[config.mk]
export PLATFORM = sky130hd
export DESIGN_NAME = fvn_queue
export DESIGN_NICKNAME = d
export VERILOG_FILES = /design/src/rtl/core/fvn_pkg.sv /design/src/rtl/core/fvn_queue.sv
export SDC_FILE = /design/constraint.sdc
export NUM_CORES = 1
export LEC_CHECK = 0
export BUFFER_PORTS_ARGS = -buffer_cell sky130_fd_sc_hd__buf_2
export CAP_MARGIN = 20
export CORE_MARGIN = 2
export CORE_UTILIZATION = 49
export CTS_CLUSTER_DIAMETER = 60
export DETAILED_ROUTE_END_ITERATION = 7
export PLACE_DENSITY_LB_ADDON = 0.25
export SYNTH_ARGS = -nofsm -noshare
export SYNTH_HDL_FRONTEND = slang
export SYNTH_SLANG_ARGS = --single-unit
export TNS_END_PERCENT = 50
[constraint.sdc]
create_clock -name clk_i -period 1.8 [get_ports clk_i]
set_input_delay 0.09 -clock clk_i [delete_from_list [all_inputs] [get_ports clk_i]]
set_output_delay 0.09 -clock clk_i [all_outputs]
set_load 0.005 [all_outputs]
[src/rtl/core/fvn_pkg.sv]
// Package for the fractal value noise block: shared widths, hash mixer
// constants, register codes and the configuration struct.
// No dependencies.
`timescale 1ns / 1ps

package fvn_pkg;

  // Default generics
  localparam int unsigned COORD_BITS_DEF = 16;
  localparam int unsigned FRAC_BITS_DEF  = 16;

  // Lattice index width: scaled 16-bit cell plus the 2^20 offset plus one
  localparam int unsigned IDX_W  = 21;
  localparam int unsigned SALT_W = 17;
  localparam logic [IDX_W-1:0] LAT_OFFSET = IDX_W'(1) << 20;

  // Splitmix-style mixer constants
  localparam logic [63:0] MIX_X  = 64'h9E3779B97F4A7C15;
  localparam logic [63:0] MIX_Y  = 64'hC2B2AE3D27D4EB4F;
  localparam logic [63:0] MIX_S  = 64'h165667B19E3779F9;
  localparam logic [63:0] MIX_K1 = 64'hBF58476D1CE4E5B9;
  localparam logic [63:0] MIX_K2 = 64'h94D049BB133111EB;

  // Queue between front and back
  localparam int unsigned QUEUE_DEPTH = 4;

  // Configuration port
  localparam int unsigned CFG_AW = 4;
  localparam int unsigned CFG_DW = 64;

  typedef enum logic {
    REG_SEED = 1'b0,
    REG_SALT = 1'b1
  } cfg_reg_e;

  typedef struct packed {
    logic [63:0] seed;
    logic [15:0] salt;
  } cfg_t;

endpackage

[src/rtl/core/fvn_queue.sv]
// Small FIFO that decouples the front end from the back end.
// Depends on fvn_pkg.
`timescale 1ns / 1ps

module fvn_queue #(
  parameter int unsigned WIDTH = 8,
  parameter int unsigned DEPTH = fvn_pkg::QUEUE_DEPTH
) (
  input  logic             clk_i,
  input  logic             rst_ni,
  input  logic             push_valid_i,
  output logic             push_ready_o,
  input  logic [WIDTH-1:0] push_data_i,
  output logic             pop_valid_o,
  input  logic             pop_ready_i,
  output logic [WIDTH-1:0] pop_data_o
);

  localparam int unsigned AW = (DEPTH > 1) ? $clog2(DEPTH) : 1;

  logic [WIDTH-1:0] mem_q [DEPTH];
  logic [AW-1:0]    wr_q, rd_q;
  logic [AW:0]      cnt_q;
  logic             push, pop;

  assign push_ready_o = cnt_q != (AW + 1)'(DEPTH);
  assign pop_valid_o  = cnt_q != '0;
  assign push         = push_valid_i && push_ready_o;
  assign pop          = pop_valid_o && pop_ready_i;
  assign pop_data_o   = mem_q[rd_q];

  always_ff @(posedge clk_i or negedge rst_ni) begin
    if (!rst_ni) begin
      wr_q  <= '0;
      rd_q  <= '0;
      cnt_q <= '0;
    end else begin
      if (push) wr_q <= (wr_q == AW'(DEPTH - 1)) ? '0 : wr_q + 1'b1;
      if (pop)  rd_q <= (rd_q == AW'(DEPTH - 1)) ? '0 : rd_q + 1'b1;
      if (push && !pop)      cnt_q <= cnt_q + 1'b1;
      else if (pop && !push) cnt_q <= cnt_q - 1'b1;
    end
  end

  always_ff @(posedge clk_i) begin
    if (push) mem_q[wr_q] <= push_data_i;
  end

endmodule

==> results.md <==
- Top-count cell post-synth: edfxtp_1
- Post-Syn Area per Cell: 20.2 µm²
- Worst slew margin: 0.700
- Sink Count: 39
- First-pass GRT wire length: between 3000 and 4000 µm
- Slowest cell delay on critical path: roughly 0.42 ns
- 1st-iter DRT viols: 18
- Syn Std Cell Area: 1600 µm²
- Full die area: 3740 µm²
- Failing checks: negative setup slack
- # H-tree levels: 2
- Max-slew violation count: 0
- Post-synth EDFFs: 32
- Netlist cell types: 18
- Die Ht: between 60 and 70 µm
- Status: finished with violations
- Synthesized instance count: 79
- Final worst slack: -0.0507 ns
- CP most frequent cell: xor2_1
- Final worst-path cycle share: 1.03
- Post-synthesis sequential area ratio: 0.710
- CTS Buf Count: 5
- Antenna violations before repair: 0
- Detailed-route via count: 846
- # setup viols final: 2
- Worst-path fanout max: 3
- Pleak: 0.809 nW
- Synth top area cells: edfxtp_1 (60%), mux4_2 (11%), dfrtp_1 (11%), ha_1 (4.7%), mux2_2 (2.1%)
- Vias in the first global route: 859
- Top cell type's share of synthesized area: 0.601
- HP Class: in2async
- CTS tree: yes
- Worst setup EP type: flip-flop
- Tmin final: 1.85 ns
- FF+latch count, synth: 39
- Number of top-level pins: 22
- Critical path launch point type: flip-flop
- N_diodes: 0
- Layout area overhead: 30.0%
- I/O Buffers: 21
- CTS max path bufs: 2
- Worst hold margin: 0.0993 ns
- Fmax: about 0.54 GHz
- Avg Vias per Cell: about 5
- Critical path class: reg2reg
- DP Cell Count: 155
- Slew of the pin with the lowest slew margin: 0.451 ns
- Clock Pin Slew Worst Setup and Hold Paths: 0.11 ns
- PwrDens: 1500 nW/µm²
- Register area: 1140 µm²
- Layout Cells excl Fill: 174
- Root buffer cell: clkbuf_4
- Antenna Nets Post-Route: 0
- Async SR Flop Fraction: 0.179
- # fillers: 231
- Max-cap violations: 0
- Largest net degree at the start of global routing: 13
- Clk_lat worst skew: 0.34 ns
- WP data required: between 2 and 2.5 ns
- Ys flop type: edfxtp_1
- Hpwl dp: around 1700 µm
- RePlAce Congestion: 0.718
- Peak supply drop: 0.882 mV
- Worst EP arrival: ~2.1 ns
- Clock skew: 0.00752 ns
- Worst path cell trace: or3_4 > nand2_4 > ha_4 > inv_2 > fa_2 > xor2_1 > nor2_1 > xor2_1
- Syn Nets: 98
- Wirelength, routed: 2410 µm
- NumNets Final: 148
- Core footprint: 3080 µm²
- GR Overflow Total: 0
- DR WL/cell: 13.8 µm
- Die width: 61.1 µm
- Initial core utilization: 0.520
- Drt pass-1 iters: 2
- Crit-path slowest cell: dfrtp_1
- Post-synth top cells: edfxtp_1 (32), mux4_2 (8), dfrtp_1 (7), ha_1 (6)
- Post-route DRC: 0
- Final Hold Viols: 0
- Gr usage total: 0.162
- RSZ-0062 raised after global routing: yes
- Area of the multi-input gates: 464 µm²
- Rows: 20
- Layout cells sized above 1: 0.492
- Syn. warnings: 0
- Leading area contributor after synthesis: edfxtp_1
-- cell usage in the layout (no fill, tap or decap) --
master and instances:
edfxtp_1 32, buf_2 21, buf_4 13, dlygate4sd3_1 9, mux4_2 8, dfrtp_1 6, ha_1 5, clkbuf_4 5
and2_1 4, mux2_4 3, nor2_1 3, inv_1 2, mux2_2 2, xor2_1 2, buf_12 2, nor2_2 1
a21boi_2 1, or3_4 1, nand2_4 1, inv_2 1, xnor2_1 1, nand2_1 1, fa_2 1, ha_4 1
bufinv_16 1, clkinv_1 1, clkinv_2 1, dfrtp_4 1
-- kinds of logic after synthesis --
kind of cell	after synthesis	synth area share
AO/OA/AOI/OAI	1	0.00704
XOR/XNOR	3	0.0164
adder cells (fa/ha/maj)	7	0.0595
buffers and inverters	5	0.0125
flip-flops	39	0.710
multiplexers	13	0.153
AND/OR/NAND/NOR	11	0.0415
-- registers in the layout, indices dropped and copies added, names as in the netlist --
| signal | flops |
|---|---|
| cnt_q | 3 |
| mem_q | 32 |
| rd_q | 2 |
| wr_q | 2 |
-- final timing paths --
kind | from | cells past startpoint | end | slack (ns)
hold / removal | rst_ni | 2 | rd_q[0]$_DFFE_PN0P_ | 0.1
max in group asynchronous | rst_ni | 2 | rd_q[0]$_DFFE_PN0P_ | 1.52
setup / recovery | cnt_q[0]$_DFFE_PN0P_ | 8 | cnt_q[2]$_DFFE_PN0P_ | -0.05
min in group clk_i | pop_ready_i | 4 | cnt_q[0]$_DFFE_PN0P_ | 0.18
hold reg to reg | wr_q[1]$_DFFE_PN0P_ | 1 | wr_q[1]$_DFFE_PN0P_ | 0.58
setup reg to reg | cnt_q[0]$_DFFE_PN0P_ | 8 | cnt_q[2]$_DFFE_PN0P_ | -0.05
-- area by class of cell --
cell class | instances | area share
timing repair buffer | 45 | 0.160
inverter | 3 | 0.00542
clock inverter | 3 | 0.0187
sequential | 39 | 0.548
clock buffer | 5 | 0.0181
tap | 44 | 0.0265
multi-input combinational | 35 | 0.223
-- critical path: cells and delay by family (launching register included) --
family	cells	cell delay (ns)
AND/OR/NAND/NOR	3	0.58
adder cells (fa/ha/maj)	2	0.45
flip-flops	1	0.42
XOR/XNOR	2	0.30
buffers and inverters	1	0.03
-- through the flow --
step	utilization	worst slack, ns	area [µm²]	total power [mW]	setup TNS, ns
after floorplan	-	-0.0666	1610	2.05	-0.107
after CTS	0.668	-0.0854	2060	3.11	-0.128
after global routing	0.676	-0.171	2080	3.33	-0.257
final	0.676	-0.0507	2080	3.12	-0.0824
after global placement	0.613	-0.00515	1890	2.49	-0.00515
after detailed placement	0.613	-0.0702	1890	2.54	-0.0938
-- routing by layer --
metal | GRT usage | up-vias | wire (µm) | share of wire
met2 | 0.264 | 20 | 1260 | 0.52
met1 | 0.179 | 418 | 968 | 0.40
met4 | 0.0932 | 0 | 56 | 0.023
met5 | 0 | - | 0 | 0
li1 | - | 403 | - | -
met3 | 0.0651 | 5 | 120 | 0.050
-- power by group --
group | switching, mW | total (mW) | internal, mW
clock network | 0.266 | 0.552 | 0.286
registers | 0.182 | 1.41 | 1.23
logic | 0.429 | 1.15 | 0.726
total | 0.877 | 3.12 | 2.24
-- what timing repair did --
action | CTS | global route
pin swaps | 2 | 1
setup endpoints to repair | 10 | 6
hold buffers | 9 | 0
gates resized for setup | 1 | 4
setup buffers | 0 | 2
endpoints found under the hold margin | 39 | 0
Note: power is estimated with default switching activity, not from simulation.
