--- config.mk ---
export PLATFORM = sky130hd
export DESIGN_NAME = fvn_cfg
export DESIGN_NICKNAME = d
export VERILOG_FILES = /design/src/rtl/core/fvn_pkg.sv /design/src/rtl/core/fvn_cfg.sv
export SDC_FILE = /design/constraint.sdc
export NUM_CORES = 1
export LEC_CHECK = 0
export BUFFER_PORTS_ARGS = -buffer_cell sky130_fd_sc_hd__buf_4
export CAP_MARGIN = 0
export CORE_ASPECT_RATIO = 1.1
export CORE_MARGIN = 2
export CORE_UTILIZATION = 47
export CTS_CLUSTER_DIAMETER = 100
export CTS_CLUSTER_SIZE = 28
export DETAILED_ROUTE_END_ITERATION = 10
export GPL_ROUTABILITY_DRIVEN = 0
export GPL_TIMING_DRIVEN = 0
export PLACE_DENSITY = 0.89
export SLEW_MARGIN = 20
export SYNTH_ARGS = -nofsm -noshare
export SYNTH_HDL_FRONTEND = slang
export SYNTH_SLANG_ARGS = --single-unit
--- constraint.sdc ---
create_clock -name clk_i -period 1.7 [get_ports clk_i]
set_input_delay 0.17 -clock clk_i [delete_from_list [all_inputs] [get_ports clk_i]]
set_output_delay 0.17 -clock clk_i [all_outputs]
set_load 0.05 [all_outputs]
--- src/rtl/core/fvn_pkg.sv ---
// Package for the fractal value noise block: shared widths, hash mixer
// constants, register codes and the configuration struct.
// No dependencies.
`timescale 1ns / 1ps

package fvn_pkg;

  // Default generics
  localparam int unsigned COORD_BITS_DEF = 16;
  localparam int unsigned FRAC_BITS_DEF  = 16;

  // Lattice index width: scaled 16-bit cell plus the 2^20 offset plus one
  localparam int unsigned IDX_W  = 21;
  localparam int unsigned SALT_W = 17;
  localparam logic [IDX_W-1:0] LAT_OFFSET = IDX_W'(1) << 20;

  // Splitmix-style mixer constants
  localparam logic [63:0] MIX_X  = 64'h9E3779B97F4A7C15;
  localparam logic [63:0] MIX_Y  = 64'hC2B2AE3D27D4EB4F;
  localparam logic [63:0] MIX_S  = 64'h165667B19E3779F9;
  localparam logic [63:0] MIX_K1 = 64'hBF58476D1CE4E5B9;
  localparam logic [63:0] MIX_K2 = 64'h94D049BB133111EB;

  // Queue between front and back
  localparam int unsigned QUEUE_DEPTH = 4;

  // Configuration port
  localparam int unsigned CFG_AW = 4;
  localparam int unsigned CFG_DW = 64;

  typedef enum logic {
    REG_SEED = 1'b0,
    REG_SALT = 1'b1
  } cfg_reg_e;

  typedef struct packed {
    logic [63:0] seed;
    logic [15:0] salt;
  } cfg_t;

endpackage

--- src/rtl/core/fvn_cfg.sv ---
// APB-style register file holding seed and salt.
// Depends on fvn_pkg.
`timescale 1ns / 1ps

module fvn_cfg (
  input  logic                        clk_i,
  input  logic                        rst_ni,
  input  logic                        psel_i,
  input  logic                        penable_i,
  input  logic                        pwrite_i,
  input  logic [fvn_pkg::CFG_AW-1:0]  paddr_i,
  input  logic [fvn_pkg::CFG_DW-1:0]  pwdata_i,
  output logic [fvn_pkg::CFG_DW-1:0]  prdata_o,
  output logic                        pready_o,
  output fvn_pkg::cfg_t               cfg_o
);

  fvn_pkg::cfg_t    cfg_q;
  fvn_pkg::cfg_reg_e sel;
  logic             wr_en;

  // Register select is the 8-byte word bit
  assign sel   = fvn_pkg::cfg_reg_e'(paddr_i[3]);
  assign wr_en = psel_i && penable_i && pwrite_i;

  always_ff @(posedge clk_i or negedge rst_ni) begin
    if (!rst_ni) begin
      cfg_q <= '0;
    end else if (wr_en) begin
      unique case (sel)
        fvn_pkg::REG_SEED: cfg_q.seed <= pwdata_i;
        fvn_pkg::REG_SALT: cfg_q.salt <= pwdata_i[15:0];
        default: ;
      endcase
    end
  end

  always_comb begin
    unique case (sel)
      fvn_pkg::REG_SEED: prdata_o = cfg_q.seed;
      fvn_pkg::REG_SALT: prdata_o = {48'b0, cfg_q.salt};
      default:           prdata_o = '0;
    endcase
  end

  assign pready_o = 1'b1;
  assign cfg_o    = cfg_q;

endmodule

==> results of run 1 <==
worst max-delay path by stage:
stage | endpoint | slack [ns] | cells past startpoint
after floorplan | prdata_o[16] | 0.13 | 1
after global placement | prdata_o[6] | 0.12 | 5
after detailed placement | prdata_o[12] | 0.07 | 5
after CTS | prdata_o[12] | 0.08 | 5
after global routing | prdata_o[6] | 0.04 | 5
final | prdata_o[12] | 0.09 | 5
layer usage:
layer,wire length [µm],share of wire,track usage
met5,0,0,0
met4,191,0.020,0.0781
met3,600,0.061,0.0425
met2,5370,0.55,0.393
met1,3630,0.37,0.264
power by group through the flow:
stage | Sequential [µW] | Clock, µW | Combinational [µW]
3_5_place_dp | 2710 | 0 | 4640
3_3_place_gp | 2680 | 0 | 4560
6_report | 2690 | 1410 | 4620
5_1_grt | 2740 | 1530 | 4770
4_1_cts | 2690 | 1450 | 4640
2_1_floorplan | 4120 | 0 | 1750
timing repair:
action                                  in CTS  in global routing
buffers inserted                             0                  0
hold endpoints to repair                     0                 80
hold buffers                                 0                  1
resized for setup                            0                  0
endpoints found under the setup margin       0                  0
layout make-up:
type                            count  area (µm²)  area share
Clock buffer                       10         138      0.0241
Buffer                             16         118      0.0206
Clock inverter                      6        66.3      0.0116
Tap cell                          108         135      0.0237
Timing Repair Buffer              214        1610       0.283
Sequential cell                    80        2000       0.351
Multi-Input combinational cell    147        1630       0.286
cell families (layout without fill, tap and decap cells):
logic type,after synthesis,after routing,synth area share
flops,80,80,0.534
mux,96,96,0.348
other cells,1,1,0.00100
simple gates,50,50,0.0857
buf+inv,16,246,0.0314
placed cells by master, fill, tap and decap left out, types with 2 or more instances in the layout:
master    count
buf_4       214
dfrtp_1      80
mux2_4       60
nor2b_1      48
mux2_2       36
clkbuf_8     10
buf_6         7
buf_2         4
clkbuf_1      4
clkinv_2      2
clkinv_4      2
stage by stage:
| stage | util | hold slack, ns | power [µW] | std cells |
|---|---|---|---|---|
| 2_1_floorplan | - | -0.126 | 5870 | 243 |
| 3_3_place_gp | 0.701 | 0.381 | 7250 | 564 |
| 3_5_place_dp | 0.701 | 0.395 | 7350 | 564 |
| 4_1_cts | 0.727 | 0.0183 | 8780 | 580 |
| 5_1_grt | 0.729 | 0.0326 | 9050 | 581 |
| 6_report | 0.729 | 0.0510 | 8710 | 581 |
critical path: stages:
cell and delay [ns]:
buf_4 0.09, buf_2 0.27, buf_2 0.32, mux2_2 0.38, buf_4 0.19
==> out/metrics.csv, run 1 <==
stage;metric;value;unit
run_status;outcome;completed;
synthesis;synth_area_leaders;dfrtp_1, mux2_4, mux2_2, nor2b_1, buf_6;
routing;drc;0;
synthesis;synth-seq-area-share;0.534;
global_route;grt_max_degree;81;
clocking;clock_path_buffers;2;
synthesis;syn-num-nets;316;
synthesis;yosys-top-cells-count;dfrtp_1, mux2_4, nor2b_1, mux2_2, buf_6;
routing;vias;2782;
floorplanning;die_h;97.7;µm
floorplanning;num_io_pins;218;
final_layout;stdcell_area;0.00570;mm²
power_and_ir_drop;power.density;1530;mW/mm²
synthesis;syn_area;0.00375;mm²
final_layout;fillCellCount;555;
place;hpwl;7490;µm
floorplanning;initial_utilization;0.479;
synthesis;synth_cells;243;
setup_path;timing.rr.end;cfg_o[76]$_DFFE_PN0P_;
final_layout;drive_gt1_frac;0.715;
setup_path;r2r_cells;1;
floorplanning;core;0.00783;mm²
routing;routed_wl;9790;µm
power_and_ir_drop;clkPwrFrac;0.162;
timing;maxSlewHeadroom;0.528;
timing;worstMarginPinSlew;0.707;ns
timing;setup_tns;0;ns
global_route;antenna_found_initial;0;
setup_path;cp.arrival;1.44;ns
routing;wire_per_inst;16.8;µm
setup_path;required;1.53;ns
synthesis;yosysTopAreaCellShare;0.534;
synthesis;synthArstFlopShare;1.00;
timing;hold_viol_final;0;
worst_hold_path;worstHoldEndpoint;cfg_o[32]$_DFFE_PN0P_;
global_route;grt_pass1_wl;14800;µm
power_and_ir_drop;power.share.sequential;0.308;
timing;worst_slack;0.0939;ns
routing;dr.pass1.iters;4;
clocking;cts_tree;built;
timing;slew_violations;0;
final_layout;largest_register_ff_count;80;
routing;final_antenna_net_count;0;
final_layout;fin_nets;541;
power_and_ir_drop;vdd_drop_max;0.739;mV
synthesis;ys_seq_elements;80;
global_route;overflow;0;
synthesis;syn_avg_cell_area;15.4;µm²
synthesis;synth_ff_type;dfrtp_1;
power_and_ir_drop;switching_share;0.465;
timing;min_period;1.61;ns
floorplanning;dieArea;0.00871;mm²
clocking;cts_sinks;80;
synthesis;synth_edf_count;0;
routing;viasPerCell;4.79;
flow_run;max_cap_viol_count;0;
clocking;cts_made_buffers;9;
timing;fin_crit_sh;0.945;
setup_path;critical_path.startpoint_type;primary input;
floorplanning;row_count;34;
synthesis;synthDistinctLibCells;11;
synthesis;netlist.top_cell.by_area;dfrtp_1;
global_route;grt_pass1_vias;2822;
timing;setup_viol;0;
final_layout;antennaDiodeCount;0;
timing;skew;0;ns
setup_path;end_kind;primary output;
routing;drtIter0Drc;75;
setup_path;critPathMaxFanout;10;
power_and_ir_drop;power.leakage;0.00302;µW
clocking;ctsHtreeMaxLevel;3;
worst_hold_path;hp-start;pwdata_i[16];
clocking;clkTransAtPathRegs;0.09;ns
synthesis;yosysMostFrequentCell;dfrtp_1;
worst_hold_path;holdCritPathClass;in2reg;
timing;rsz0062_at_grt;false;
place;dp_slack;0.0693;ns
place;placed_area;0.00549;mm²
setup_path;reg2reg_slack;0.89;ns
global_route;grt_usage;0.223;
clocking;cts_root_buf;clkbuf_8;
place;numPortBuffers;213;
setup_path;cp-startpoint;paddr_i[3];
setup_path;worstReg2RegStart;cfg_o[76]$_DFFE_PN0P_;
setup_path;path_class;in2out;
worst_hold_path;hold_depth;2;
power_and_ir_drop;switchingPower;4050;µW
clocking;clk_latency;0.33;ns
power_and_ir_drop;combPwrFrac;0.530;
timing;fmax;0.623;GHz
final_layout;area.growth.synth_to_final;52.0;%
synthesis;ys_warn_count;0;
floorplanning;die_w;89.2;µm
power_and_ir_drop;p_int;4660;µW
(Power assumes the default switching activity.)
==> inputs of run 2 (changes only) <==
--- a/config.mk
+++ b/config.mk
@@ -15,7 +15,7 @@
 export DETAILED_ROUTE_END_ITERATION = 10
 export GPL_ROUTABILITY_DRIVEN = 0
 export GPL_TIMING_DRIVEN = 0
-export PLACE_DENSITY = 0.89
+export PLACE_DENSITY = 0.84
 export SLEW_MARGIN = 20
 export SYNTH_ARGS = -nofsm -noshare
 export SYNTH_HDL_FRONTEND = slang
==> out/metrics.csv, run 2 (synthesis results as in run 1) <==
stage;metric;value;unit;change
run_status;outcome;complete, but fails checks;;was completed
run_status;violations;hold timing;;
final_layout;utilization;0.731;;was 0.729
routing;viasPerCell;4.83;;was 4.79
routing;wl_met3;643;µm;was 600 µm
global_route;antenna_found_initial;0;;unchanged
setup_path;required;1.53;ns;about the same
routing;highest_layer;met4;;unchanged
setup_path;path_class;in2out;;unchanged
timing;worstMarginPinSlew;0.977;ns;was 0.707 ns
clocking;post_cts_resized;0;;unchanged
setup_path;critical_path.startpoint_type;primary input;;unchanged
final_layout;drive_gt1_frac;0.713;;was 0.715
clocking;cts-hold-fix-buffers;0;;unchanged
routing;wl_met1;3550;µm;was 3630 µm
routing;dr.pass1.iters;3;;was 4
flow_run;max_cap_viol_count;0;;unchanged
routing;routed_wl;9550;µm;was 9790 µm
routing;drc;0;;unchanged
timing;worst_hold_slack;-0.0285;ns;was 0.0510 ns
floorplanning;dieArea;0.00871;mm²;unchanged
global_route;grt_max_degree;81;;unchanged
global_route;grt_pass1_vias;2897;;was 2822
routing;wire_per_inst;16.5;µm;was 16.8 µm
floorplanning;row_count;34;;unchanged
timing;min_period;1.57;ns;was 1.61 ns
timing;setup_tns;0;ns;unchanged
floorplanning;core;0.00783;mm²;unchanged
power_and_ir_drop;power.leakage;0.00303;µW;was 0.00302 µW
place;hpwl;7370;µm;was 7490 µm
clocking;cts_sinks;80;;unchanged
timing;maxSlewHeadroom;0.348;;was 0.528
timing;fin_crit_sh;0.924;;was 0.945
clocking;clkTransAtPathRegs;0.08;ns;was 0.09 ns
setup_path;end_kind;primary output;;unchanged
place;numPortBuffers;213;;unchanged
routing;dr_wl_met2;5160;µm;was 5370 µm
timing;slew_violations;0;;unchanged
global_route;grt_usage;0.221;;was 0.223
floorplanning;die_w;89.2;µm;unchanged
global_route;overflow;0;;unchanged
power_and_ir_drop;vdd_drop_max;0.955;mV;was 0.739 mV
final_layout;area.growth.synth_to_final;52.5;%;was 52.0%
power_and_ir_drop;power.density;1560;mW/mm²;was 1530 mW/mm²
timing;rsz0062_at_grt;false;;unchanged
floorplanning;initial_utilization;0.479;;unchanged
floorplanning;num_io_pins;218;;unchanged
timing;skew;0;ns;unchanged
clocking;cts_root_buf;clkbuf_8;;unchanged
clocking;cts_made_buffers;9;;unchanged
setup_path;critPathMaxFanout;10;;unchanged
timing;fmax;0.636;GHz;was 0.623 GHz
routing;final_antenna_net_count;0;;unchanged
final_layout;largest_register_ff_count;80;;unchanged
clocking;ctsHtreeMaxLevel;3;;unchanged
final_layout;antennaDiodeCount;0;;unchanged
final_layout;fin_nets;540;;was 541
timing;setup_viol;0;;unchanged
clocking;clk_latency;0.33;ns;about the same
global_route;grt_pass1_wl;14700;µm;was 14800 µm
clocking;postCtsSetupBuffers;0;;unchanged
worst_hold_path;holdCritPathClass;in2async;;was in2reg
clocking;clock_path_buffers;2;;unchanged
final_layout;final_cell_mix;buf_4, dfrtp_1, mux2_4, nor2b_1, mux2_2;;unchanged
routing;vias;2798;;was 2782
routing;drtIter0Drc;45;;was 75
floorplanning;die_h;97.7;µm;unchanged
clocking;cts_tree;built;;unchanged
final_layout;final_common_cell;buf_4;;unchanged
timing;hold_viol_final;17;;was 0
setup_path;cp.arrival;1.40;ns;was 1.44 ns
run 2: cell types whose count changed in the layout (fill, tap and decap cells not counted), sizes merged:
cell	previous run	this run
dlygate4sd3	1	0
inv	1	0
bufinv	1	3
clkinv	4	1
clkinvlp	0	1
run 2: cell type report:
| type | instances | area (µm²) |
|---|---|---|
| Sequential cell | 80 | 2000 |
| Clock buffer | 10 | 128 |
| Fill cell | 567 | 2110 |
| Multi-Input combinational cell | 147 | 1630 |
| Timing Repair Buffer | 213 | 1600 |
| Buffer | 16 | 118 |
| Clock inverter | 5 | 106 |
| Tap cell | 108 | 135 |
run 2: path summary, 6_finish.rpt:
check	startpoint	end	slack (ns)	cells after the start
setup / recovery	paddr_i[3]	prdata_o[10]	0.13	5
hold / removal	rst_ni	cfg_o[33]$_DFFE_PN0P_	-0.03	1
setup reg to reg	cfg_o[15]$_DFFE_PN0P_	cfg_o[15]$_DFFE_PN0P_	0.89	1
hold reg to reg	cfg_o[46]$_DFFE_PN0P_	cfg_o[46]$_DFFE_PN0P_	0.53	1
max in group asynchronous	rst_ni	cfg_o[0]$_DFFE_PN0P_	1.09	1
min in group clk_i	pwdata_i[37]	cfg_o[53]$_DFFE_PN0P_	0.05	2
run 2: metal layers:
metal / vias up / global-route usage
met5: - / 0
met2: 124 / 0.390
met4: 0 / 0.0804
met1: 1389 / 0.256
met3: 14 / 0.0518
li1: 1271 / -
run 2: where the power goes:
part | internal, µW | switching [µW]
clock network | 971 | 667
registers | 2320 | 358
logic | 1610 | 2990
run 2: worst max-delay path, cell delays in order:
cell    delay (ns)
buf_4         0.09
buf_2         0.26
buf_2         0.31
mux2_2        0.38
buf_4         0.19
run 2: per-stage QoR:
stage          std cells  total power [µW]  area (µm²)  hold WS [ns]  setup WS [ns]
2_1_floorplan        243              5870        3750        -0.126          0.126
3_3_place_gp         564              7260        5490         0.388          0.124
3_5_place_dp         564              7340        5490         0.395          0.101
4_1_cts              579              8990        5720        0.0183         0.0977
5_1_grt              579              9250        5720        0.0339         0.0648
6_report             579              8920        5720       -0.0285          0.128
