$ cat src/rtl/core/fvn_pkg.sv
// Package for the fractal value noise block: shared widths, hash mixer
// constants, register codes and the configuration struct.
// No dependencies.
`timescale 1ns / 1ps

package fvn_pkg;

  // Default generics
  localparam int unsigned COORD_BITS_DEF = 16;
  localparam int unsigned FRAC_BITS_DEF  = 16;

  // Lattice index width: scaled 16-bit cell plus the 2^20 offset plus one
  localparam int unsigned IDX_W  = 21;
  localparam int unsigned SALT_W = 17;
  localparam logic [IDX_W-1:0] LAT_OFFSET = IDX_W'(1) << 20;

  // Splitmix-style mixer constants
  localparam logic [63:0] MIX_X  = 64'h9E3779B97F4A7C15;
  localparam logic [63:0] MIX_Y  = 64'hC2B2AE3D27D4EB4F;
  localparam logic [63:0] MIX_S  = 64'h165667B19E3779F9;
  localparam logic [63:0] MIX_K1 = 64'hBF58476D1CE4E5B9;
  localparam logic [63:0] MIX_K2 = 64'h94D049BB133111EB;

  // Queue between front and back
  localparam int unsigned QUEUE_DEPTH = 4;

  // Configuration port
  localparam int unsigned CFG_AW = 4;
  localparam int unsigned CFG_DW = 64;

  typedef enum logic {
    REG_SEED = 1'b0,
    REG_SALT = 1'b1
  } cfg_reg_e;

  typedef struct packed {
    logic [63:0] seed;
    logic [15:0] salt;
  } cfg_t;

endpackage

$ cat src/rtl/core/fvn_if.sv
// Valid/ready channel interfaces for cell coordinates and noise samples.
// Depends on nothing.
`timescale 1ns / 1ps

interface fvn_cell_if;
  logic        valid;
  logic        ready;
  logic [15:0] cell_x;
  logic [15:0] cell_y;
  modport source (output valid, output cell_x, output cell_y, input ready);
  modport sink   (input valid, input cell_x, input cell_y, output ready);
endinterface


$ cat src/rtl/core/fvn_front.sv
// Front end: accepts cells, scales them for both octaves and splits each
// point into lattice index and fraction. Depends on fvn_pkg and fvn_if.
`timescale 1ns / 1ps

module fvn_front #(
  parameter int unsigned COORD_BITS = fvn_pkg::COORD_BITS_DEF,
  parameter int unsigned FRAC_BITS  = fvn_pkg::FRAC_BITS_DEF,
  localparam int unsigned OCT_W     = 2 * fvn_pkg::IDX_W + 2 * FRAC_BITS,
  localparam int unsigned ENTRY_W   = 2 * OCT_W
) (
  input  logic               clk_i,
  input  logic               rst_ni,
  fvn_cell_if.sink           cell_i,
  output logic               push_valid_o,
  input  logic               push_ready_i,
  output logic [ENTRY_W-1:0] push_data_o
);

  localparam int unsigned XW = (COORD_BITS < 16) ? COORD_BITS : 16;
  localparam int unsigned SW = FRAC_BITS - 2;   // both factors are below 0.25
  localparam int unsigned PW = XW + SW;
  localparam logic [SW-1:0] SCALE_LO = SW'(((64'd6 << FRAC_BITS) + 64'd50) / 64'd100);
  localparam logic [SW-1:0] SCALE_HI = SW'(((64'd18 << FRAC_BITS) + 64'd50) / 64'd100);

  logic          f_valid_q;
  logic [PW-1:0] px_q [2];
  logic [PW-1:0] py_q [2];
  logic          take;

  assign cell_i.ready = !f_valid_q || push_ready_i;
  assign take         = cell_i.valid && cell_i.ready;

  always_ff @(posedge clk_i or negedge rst_ni) begin
    if (!rst_ni) begin
      f_valid_q <= 1'b0;
    end else if (cell_i.ready) begin
      f_valid_q <= cell_i.valid;
    end
  end

  // Scaled points, octave 0 at 0.06 and octave 1 at 0.18
  always_ff @(posedge clk_i) begin
    if (take) begin
      px_q[0] <= PW'(cell_i.cell_x[XW-1:0]) * PW'(SCALE_LO);
      py_q[0] <= PW'(cell_i.cell_y[XW-1:0]) * PW'(SCALE_LO);
      px_q[1] <= PW'(cell_i.cell_x[XW-1:0]) * PW'(SCALE_HI);
      py_q[1] <= PW'(cell_i.cell_y[XW-1:0]) * PW'(SCALE_HI);
    end
  end

  // Split into offset lattice index and fraction
  always_comb begin
    for (int o = 0; o < 2; o++) begin
      push_data_o[o*OCT_W +: FRAC_BITS] = py_q[o][FRAC_BITS-1:0];
      push_data_o[o*OCT_W + FRAC_BITS +: FRAC_BITS] = px_q[o][FRAC_BITS-1:0];
      push_data_o[o*OCT_W + 2*FRAC_BITS +: fvn_pkg::IDX_W] =
        fvn_pkg::IDX_W'(py_q[o][PW-1:FRAC_BITS]) + fvn_pkg::LAT_OFFSET;
      push_data_o[o*OCT_W + 2*FRAC_BITS + fvn_pkg::IDX_W +: fvn_pkg::IDX_W] =
        fvn_pkg::IDX_W'(px_q[o][PW-1:FRAC_BITS]) + fvn_pkg::LAT_OFFSET;
    end
  end

  assign push_valid_o = f_valid_q;

endmodule

$ cat src/flat_wrapper.sv
// flat-port wrapper written by rule: the top's interface ports become plain ports
module fvn_front_flat 
#(
  parameter int unsigned COORD_BITS = fvn_pkg::COORD_BITS_DEF,
  parameter int unsigned FRAC_BITS  = fvn_pkg::FRAC_BITS_DEF,
  localparam int unsigned OCT_W     = 2 * fvn_pkg::IDX_W + 2 * FRAC_BITS,
  localparam int unsigned ENTRY_W   = 2 * OCT_W
)
  (clk_i, rst_ni, push_valid_o, push_ready_i, push_data_o, cell_i_valid, cell_i_cell_x, cell_i_cell_y, cell_i_ready);
  fvn_cell_if cell_i_i ();
  input  logic clk_i;
  input  logic rst_ni;
  output logic push_valid_o;
  input  logic push_ready_i;
  output logic [ENTRY_W-1:0] push_data_o;
  input wire logic [$bits(cell_i_i.valid)-1:0] cell_i_valid;
  input wire logic [$bits(cell_i_i.cell_x)-1:0] cell_i_cell_x;
  input wire logic [$bits(cell_i_i.cell_y)-1:0] cell_i_cell_y;
  output wire logic [$bits(cell_i_i.ready)-1:0] cell_i_ready;
  assign cell_i_i.valid = cell_i_valid;
  assign cell_i_i.cell_x = cell_i_cell_x;
  assign cell_i_i.cell_y = cell_i_cell_y;
  assign cell_i_ready = cell_i_i.ready;
  fvn_front #(.COORD_BITS(COORD_BITS), .FRAC_BITS(FRAC_BITS)) u_core (.clk_i(clk_i), .rst_ni(rst_ni), .cell_i(cell_i_i), .push_valid_o(push_valid_o), .push_ready_i(push_ready_i), .push_data_o(push_data_o));
endmodule
$ cat config.mk
export PLATFORM = sky130hd
export DESIGN_NAME = fvn_front_flat
export DESIGN_NICKNAME = d
export VERILOG_FILES = /design/src/rtl/core/fvn_pkg.sv /design/src/rtl/core/fvn_if.sv /design/src/rtl/core/fvn_front.sv /design/src/flat_wrapper.sv
export SDC_FILE = /design/constraint.sdc
export NUM_CORES = 1
export LEC_CHECK = 0
export ABC_AREA = 0
export BUFFER_PORTS_ARGS = -buffer_cell sky130_fd_sc_hd__buf_2
export CAP_MARGIN = 10
export CORE_ASPECT_RATIO = 1.75
export CORE_UTILIZATION = 45
export CTS_CLUSTER_DIAMETER = 200
export CTS_CLUSTER_SIZE = 20
export DETAILED_ROUTE_END_ITERATION = 7
export GPL_TIMING_DRIVEN = 0
export HOLD_SLACK_MARGIN = 0.12
export PLACE_DENSITY = 0.69
export SETUP_SLACK_MARGIN = 0.2
export SYNTH_ARGS = -nofsm -noshare
export SYNTH_HDL_FRONTEND = slang
export SYNTH_SLANG_ARGS = --single-unit
$ cat constraint.sdc
create_clock -name clk_i -period 3.8 [get_ports clk_i]
set_clock_uncertainty 0.15 [all_clocks]
set_input_delay 0.19 -clock clk_i [delete_from_list [all_inputs] [get_ports clk_i]]
set_output_delay 0.19 -clock clk_i [all_outputs]
set_load 0.05 [all_outputs]
==> results.cfg, run 1 <==
[sta]
worst_slack_ns = -0.893
post-route-period-util_pct = 123
layout_min_cycle_time_ns = 4.69
finalMaxSlewViolations = 0
rsz0062_at_grt = yes
worst_pin_slew_ns = 0.835
slew_headroom_pct = 43.7
fin_tns_setup_ns = -34.43
timing.fmax_mhz = 213
finalSetupViolations = 60
hold_viol = 0

[die]
die-area_mm2 = 0.0388
die_width_um = 149
coreArea_mm2 = 0.0375
std_cell_rows = 94
initial_core_util_pct = 45.6
ioPinCount = 186
die_h_um = 260

[place]
dp_hpwl_um = 36100
io_buffer_count = 145
finalWeightedCongestion = 0.942
dpl-instance-area_mm2 = 0.0193

[outcome]
violations = negative setup slack
outcome = finished with violations

[worst_setup_path]
crit_required_ns = 3.79
r2r-start = u_core.push_valid_o
cp.arrival_ns = 4.69
critPathCaptureType = flip-flop
cp_slowest_cell = fa_2
crit_fanout = 4
worstSetupPathType = in -> reg
cpMostUsedCell = fa_1
critPathLaunch = cell_i_cell_y[5]
max_stage_delay_ns = 0.58
crit_chain = buf_12 > clkinvlp_4 > fa_2 > fa_1 > fa_1 > inv_2 > fa_1 > fa_1 > ha_4 > a21o_1 > a21o_1 > a211oi_2 > or3_4 > o31a_1 > o31ai_4 > a21oi_2 > xnor2_1
startpoint_type = input pin

[synthesis]
synth_area_leaders = fa_1 29%, ha_1 23%, edfxtp_1 19%, inv_1 9.1%, xnor2_1 3.0%
synth_flop_cell = edfxtp_1
synth_edf_count = 106
async_flop_share_pct = 0.935
ys_types = 61
synth.yosys.seq_area_share_pct = 18.7
synth_top_area_share_pct = 28.9
yosysWarnings = 0
synth_area_leader_cell = fa_1
ys_ff_latch = 107
synthCells = 1629
netlist_area_mm2 = 0.0171
syn_area_per_cell_um2 = 10.5

[route]
wl_met1_um = 13000
ant_nets = 0
vias = 12537
wirelength_um = 44100
drtIter0Drc = 297
drc = 0
maxUsedRoutingLayer = met4
viasPerCell = 5.19
wl_met3_um = 1280
wire_per_inst_um = 18.2
wl_met2_um = 27300
dr.pass1.iters = 5

[global_route]
antenna_found_initial = 0
grt_pass1_vias = 14137
grt_pass1_wl_um = 68900
grt_usage_pct = 23.6
grt_max_degree = 55
gr-total-overflow = 0

[cts]
path_clk_slew_ns = 0.09
clk_path_buf_depth = 2
clock_latency_ns = 0.38
clockRootBuffer = clkbuf_16
h-tree-depth = 3
clkSinkCount = 107
cts_buffers = 9
cts_tree = built

[layout]
multi_input_area_mm2 = 0.0137
nNetsFinal = 2523
syn2layout_area_growth_pct = 27.0
fillers = 3154
seq_area_mm2 = 0.00321
final_area_mm2 = 0.0217
n_antenna_cell = 0
drive_above_1_share_pct = 29.0

[worst_hold_path]
hp-start = cell_i_cell_y[1]
hp-class = in -> reg

[run]
drv_cap = 0
[critical path, delay by kind of cell]
family	cells	cell delay, ns
AO/OA/AOI/OAI	6	0.92
XOR/XNOR	1	0.14
adder cells (fa/ha/maj)	6	2.80
buffers and inverters	3	0.29
AND/OR/NAND/NOR	1	0.34
[final timing paths]
path                                        to  slack (ns)  cells after the start
min in group asynchronous  u_core.push_valid_o        0.48                      3
max                         u_core.py_q[0][25]       -0.89                     17
min                         u_core.py_q[0][31]        0.15                      3
max in group asynchronous  u_core.push_valid_o        2.92                      3
min reg2reg                 u_core.px_q[0][52]        0.92                      2
max reg2reg                  u_core.py_q[0][7]        1.78                      3
[cells by family (layout without fill, tap and decap cells)]
logic type,Yosys count,in the layout,share of synthesized area (%)
AO/OA/AOI/OAI,250,250,9.61
XOR/XNOR,81,81,4.15
adder cells (fa/ha/maj),556,556,51.5
buffers and inverters,465,734,11.1
flip-flops,107,107,18.7
multiplexers,1,1,0.0585
other,2,40,0.0439
AND/OR/NAND/NOR,167,167,4.78
[layer usage]
metal / global-route usage (%) / up-vias
met3: 2.98 / 125
met2: 50.1 / 262
met4: 12.9 / 0
li1: - / 5845
met1: 19.9 / 6305
met5: 0 / -
[final cells by class]
class                           count  area share, %
Sequential cell                   107           14.8
Clock inverter                      6          0.322
Tap cell                          480           2.76
Clock buffer                       10           1.10
Multi-Input combinational cell   1095           63.0
Inverter                          417           7.33
Buffer                             48           1.61
Timing Repair Buffer              253           9.14
[state kept, by name, summed over array words and instances, names as in the netlist]
| name | count |
|---|---|
| u_core.push_valid_o | 1 |
| u_core.px_q | 53 |
| u_core.py_q | 53 |
[cell usage after synthesis (3+ instances only)]
master / count
a31oi_1: 16
o31a_1: 4
o31ai_1: 5
inv_1: 417
ha_1: 309
nor2_1: 47
a211oi_1: 9
a21o_1: 35
and3_1: 7
nand2b_1: 10
clkbuf_1: 6
xnor2_1: 59
o21bai_1: 13
o21a_1: 17
nor3_1: 10
and4_1: 5
xor2_1: 22
edfxtp_1: 106
a211o_1: 3
o21ai_1: 5
nor2b_1: 11
a221o_1: 3
a21oi_1: 73
o21ai_0: 42
nor4_1: 3
nand2_1: 42
nand3_1: 18
buf_4: 42
fa_1: 247
nand4_1: 3
[cells in the final DEF (no fill, tap or decap), drive strengths merged, types with 11 or more instances in the layout]
cell and instances:
inv 416, nor2b 11, xnor2 59, edfxtp 106, o21ai 48, nor3 12, fa 247, a31oi 17
clkbuf 18, nand2 42, nor2 47, a21o 35, o21bai 13, xor2 22, a21oi 75, ha 309
buf 283, nand3 18, conb 40, o21a 17
[what timing repair did]
| action | in CTS | in global routing |
|---|---|---|
| pin swaps | 139 | 79 |
| buffers inserted | 66 | 31 |
| resized for setup | 195 | 104 |
| hold buffers | 10 | 0 |
| endpoints found under the hold margin | 8 | 0 |
| setup endpoints to repair | 66 | 66 |
[stage by stage]
step                      cells  setup slack (ns)  hold WS (ns)  util [%]
after floorplan            1667            -0.920        -0.256         -
after CTS                  2385            -0.858         0.123      56.0
final                      2416            -0.893         0.147      57.9
after global placement     2292             -1.66        -0.186      51.4
after global routing       2416             -1.02         0.131      57.9
after detailed placement   2293             -1.70        -0.182      51.5
Power of run 1 is not shown: default switching activity piles up to over one toggle a cycle in this logic, so the estimate is an artifact.
==> run 2: changes to the inputs <==
--- a/config.mk
+++ b/config.mk
@@ -9,13 +9,13 @@
 export BUFFER_PORTS_ARGS = -buffer_cell sky130_fd_sc_hd__buf_2
 export CAP_MARGIN = 10
 export CORE_ASPECT_RATIO = 1.75
-export CORE_UTILIZATION = 45
+export CORE_UTILIZATION = 62
 export CTS_CLUSTER_DIAMETER = 200
 export CTS_CLUSTER_SIZE = 20
 export DETAILED_ROUTE_END_ITERATION = 7
 export GPL_TIMING_DRIVEN = 0
 export HOLD_SLACK_MARGIN = 0.12
-export PLACE_DENSITY = 0.69
+export PLACE_DENSITY = 0.87
 export SETUP_SLACK_MARGIN = 0.2
 export SYNTH_ARGS = -nofsm -noshare
 export SYNTH_HDL_FRONTEND = slang
==> constraint.sdc (replaced) <==
create_clock -name clk_i -period 5.2 [get_ports clk_i]
set_clock_uncertainty 0.15 [all_clocks]
set_input_delay 0.26 -clock clk_i [delete_from_list [all_inputs] [get_ports clk_i]]
set_output_delay 0.26 -clock clk_i [all_outputs]
set_load 0.05 [all_outputs]
==> run 2 against run 1 <==
- the run now ends clean
- global-route usage up 6.5 points
- critical path depth up 1
- cell area down 10%
- first-iteration DRC count up 47%
- wire length down 7.7%
- highest routed layer unchanged
==> results.cfg, run 2 (synthesis gave the netlist of run 1 again) <==
[cts]
path_clk_slew_ns = 0.08
clkSinkCount = 107
clk_path_buf_depth = 2
cts_tree = built
h-tree-depth = 3
cts_buffers = 9
clockRootBuffer = clkbuf_16
clock_latency_ns = 0.37

[route]
drc = 0
viasPerCell = 5.53
wire_per_inst_um = 18.3
drtIter0Drc = 438
ant_nets = 0
vias = 12330
wirelength_um = 40700
dr.pass1.iters = 7

[outcome]
outcome = completed

[sta]
post-route-period-util_pct = 94.7
layout_min_cycle_time_ns = 4.92
finalMaxSlewViolations = 0
timing.fmax_mhz = 203
rsz0062_at_grt = yes
slew_headroom_pct = 58.2
hold_viol = 0
worst_pin_slew_ns = 0.626
finalSetupViolations = 0
fin_tns_setup_ns = 0
hold_ws_ns = 0.169

[worst_setup_path]
reg2reg_depth = 3
crit_chain = buf_6 > clkinvlp_4 > fa_2 > fa_1 > inv_2 > fa_1 > fa_1 > inv_1 > fa_1 > inv_1 > ha_4 > a21o_1 > a21oi_2 > nand2_1 > o31a_1 > a221o_1 > a21oi_2 > xnor2_1
r2r-end = u_core.px_q[0][54]
cp_slowest_cell = fa_2
crit_buf_inv = 5
critical-path-top-delay-family = adder cells
max_stage_delay_ns = 0.58
critPathCaptureType = flip-flop
cp.arrival_ns = 4.90
endpoint = u_core.py_q[0][22]
crit_fanout = 5
worstSetupPathType = in -> reg
r2r_slack_ns = 3.24
startpoint_type = input pin
crit_cells = 18
r2r-start = u_core.push_valid_o
crit_required_ns = 5.17
cpMostUsedCell = fa_1
critPathLaunch = cell_i_cell_y[5]

[global_route]
grt_max_degree = 63
antenna_found_initial = 0
gr-total-overflow = 0
grt_pass1_vias = 13452
grt_pass1_wl_um = 64400
grt_usage_pct = 30.2

[die]
die_h_um = 222
initial_core_util_pct = 62.8
coreArea_mm2 = 0.0272
die-area_mm2 = 0.0283
std_cell_rows = 80
ioPinCount = 186
die_width_um = 128

[place]
dp_hpwl_um = 34400
finalWeightedCongestion = 0.956
io_buffer_count = 145

[layout]
layout_common_cells = 404 x inv_1, 287 x ha_1, 241 x fa_1, 128 x buf_2, 106 x edfxtp_1
final_common_cell = inv_1
drive_above_1_share_pct = 17.1
n_antenna_cell = 0
syn2layout_area_growth_pct = 14.0
nNetsFinal = 2446

[worst_hold_path]
hp-class = in -> reg
hold_depth = 2

[run]
drv_cap = 0
run 2: layout make-up:
cell class / count / area [um^2]
Multi-Input combinational cell: 1095 / 12600
Fill cell: 1963 / 7710
Sequential cell: 107 / 3210
Inverter: 417 / 1580
Timing Repair Buffer: 176 / 1060
Tap cell: 369 / 462
Buffer: 48 / 339
Clock buffer: 9 / 225
Clock inverter: 7 / 81.3
run 2: routing by layer:
layer	wire (um)	vias up	track usage [%]
met3	1340	169	3.47
li1	-	5684	-
met5	0	-	0
met4	2910	0	20.7
met2	24100	381	60.8
met1	12400	6096	26.7
run 2: through the flow:
step,instance area [um^2],utilization [%],std cells,setup slack [ns]
floorplan,17300,-,1667,0.288
global placement,18400,67.7,2181,-0.436
detailed placement,18500,67.8,2182,-0.491
CTS,19100,70.2,2216,0.199
global route,19500,71.7,2228,0.111
finish,19500,71.7,2228,0.276
run 2: worst min path at each step:
| stage | slack (ns) | end | startpoint |
|---|---|---|---|
| 6_report | 0.17 | u_core.px_q[0][30] | cell_i_cell_x[2] |
| 5_1_grt | 0.18 | u_core.px_q[0][30] | cell_i_cell_x[2] |
| 4_1_cts | 0.21 | u_core.py_q[0][30] | cell_i_cell_y[0] |
| 3_5_place_dp | -0.11 | u_core.push_valid_o | rst_ni |
| 3_3_place_gp | -0.12 | u_core.push_valid_o | rst_ni |
| 2_1_floorplan | -0.19 | u_core.push_valid_o | rst_ni |
run 2: timing repair:
action / 4_1_cts / 5_1_grt
pin swaps: 21 / 44
cloned: 0 / 0
resized for setup: 40 / 83
setup endpoints to repair: 17 / 26
buffers inserted: 10 / 12
endpoints found under the hold margin: 6 / 0
hold buffers: 8 / 0
run 2: worst register-to-register path: cells and delay by family (launching register included):
family                 cells  cell delay [ns]
buffers and inverters      1             0.38
AND/OR/NAND/NOR            2             0.67
flip-flops                 1             0.38
Power of run 2 is left out for the same reason.
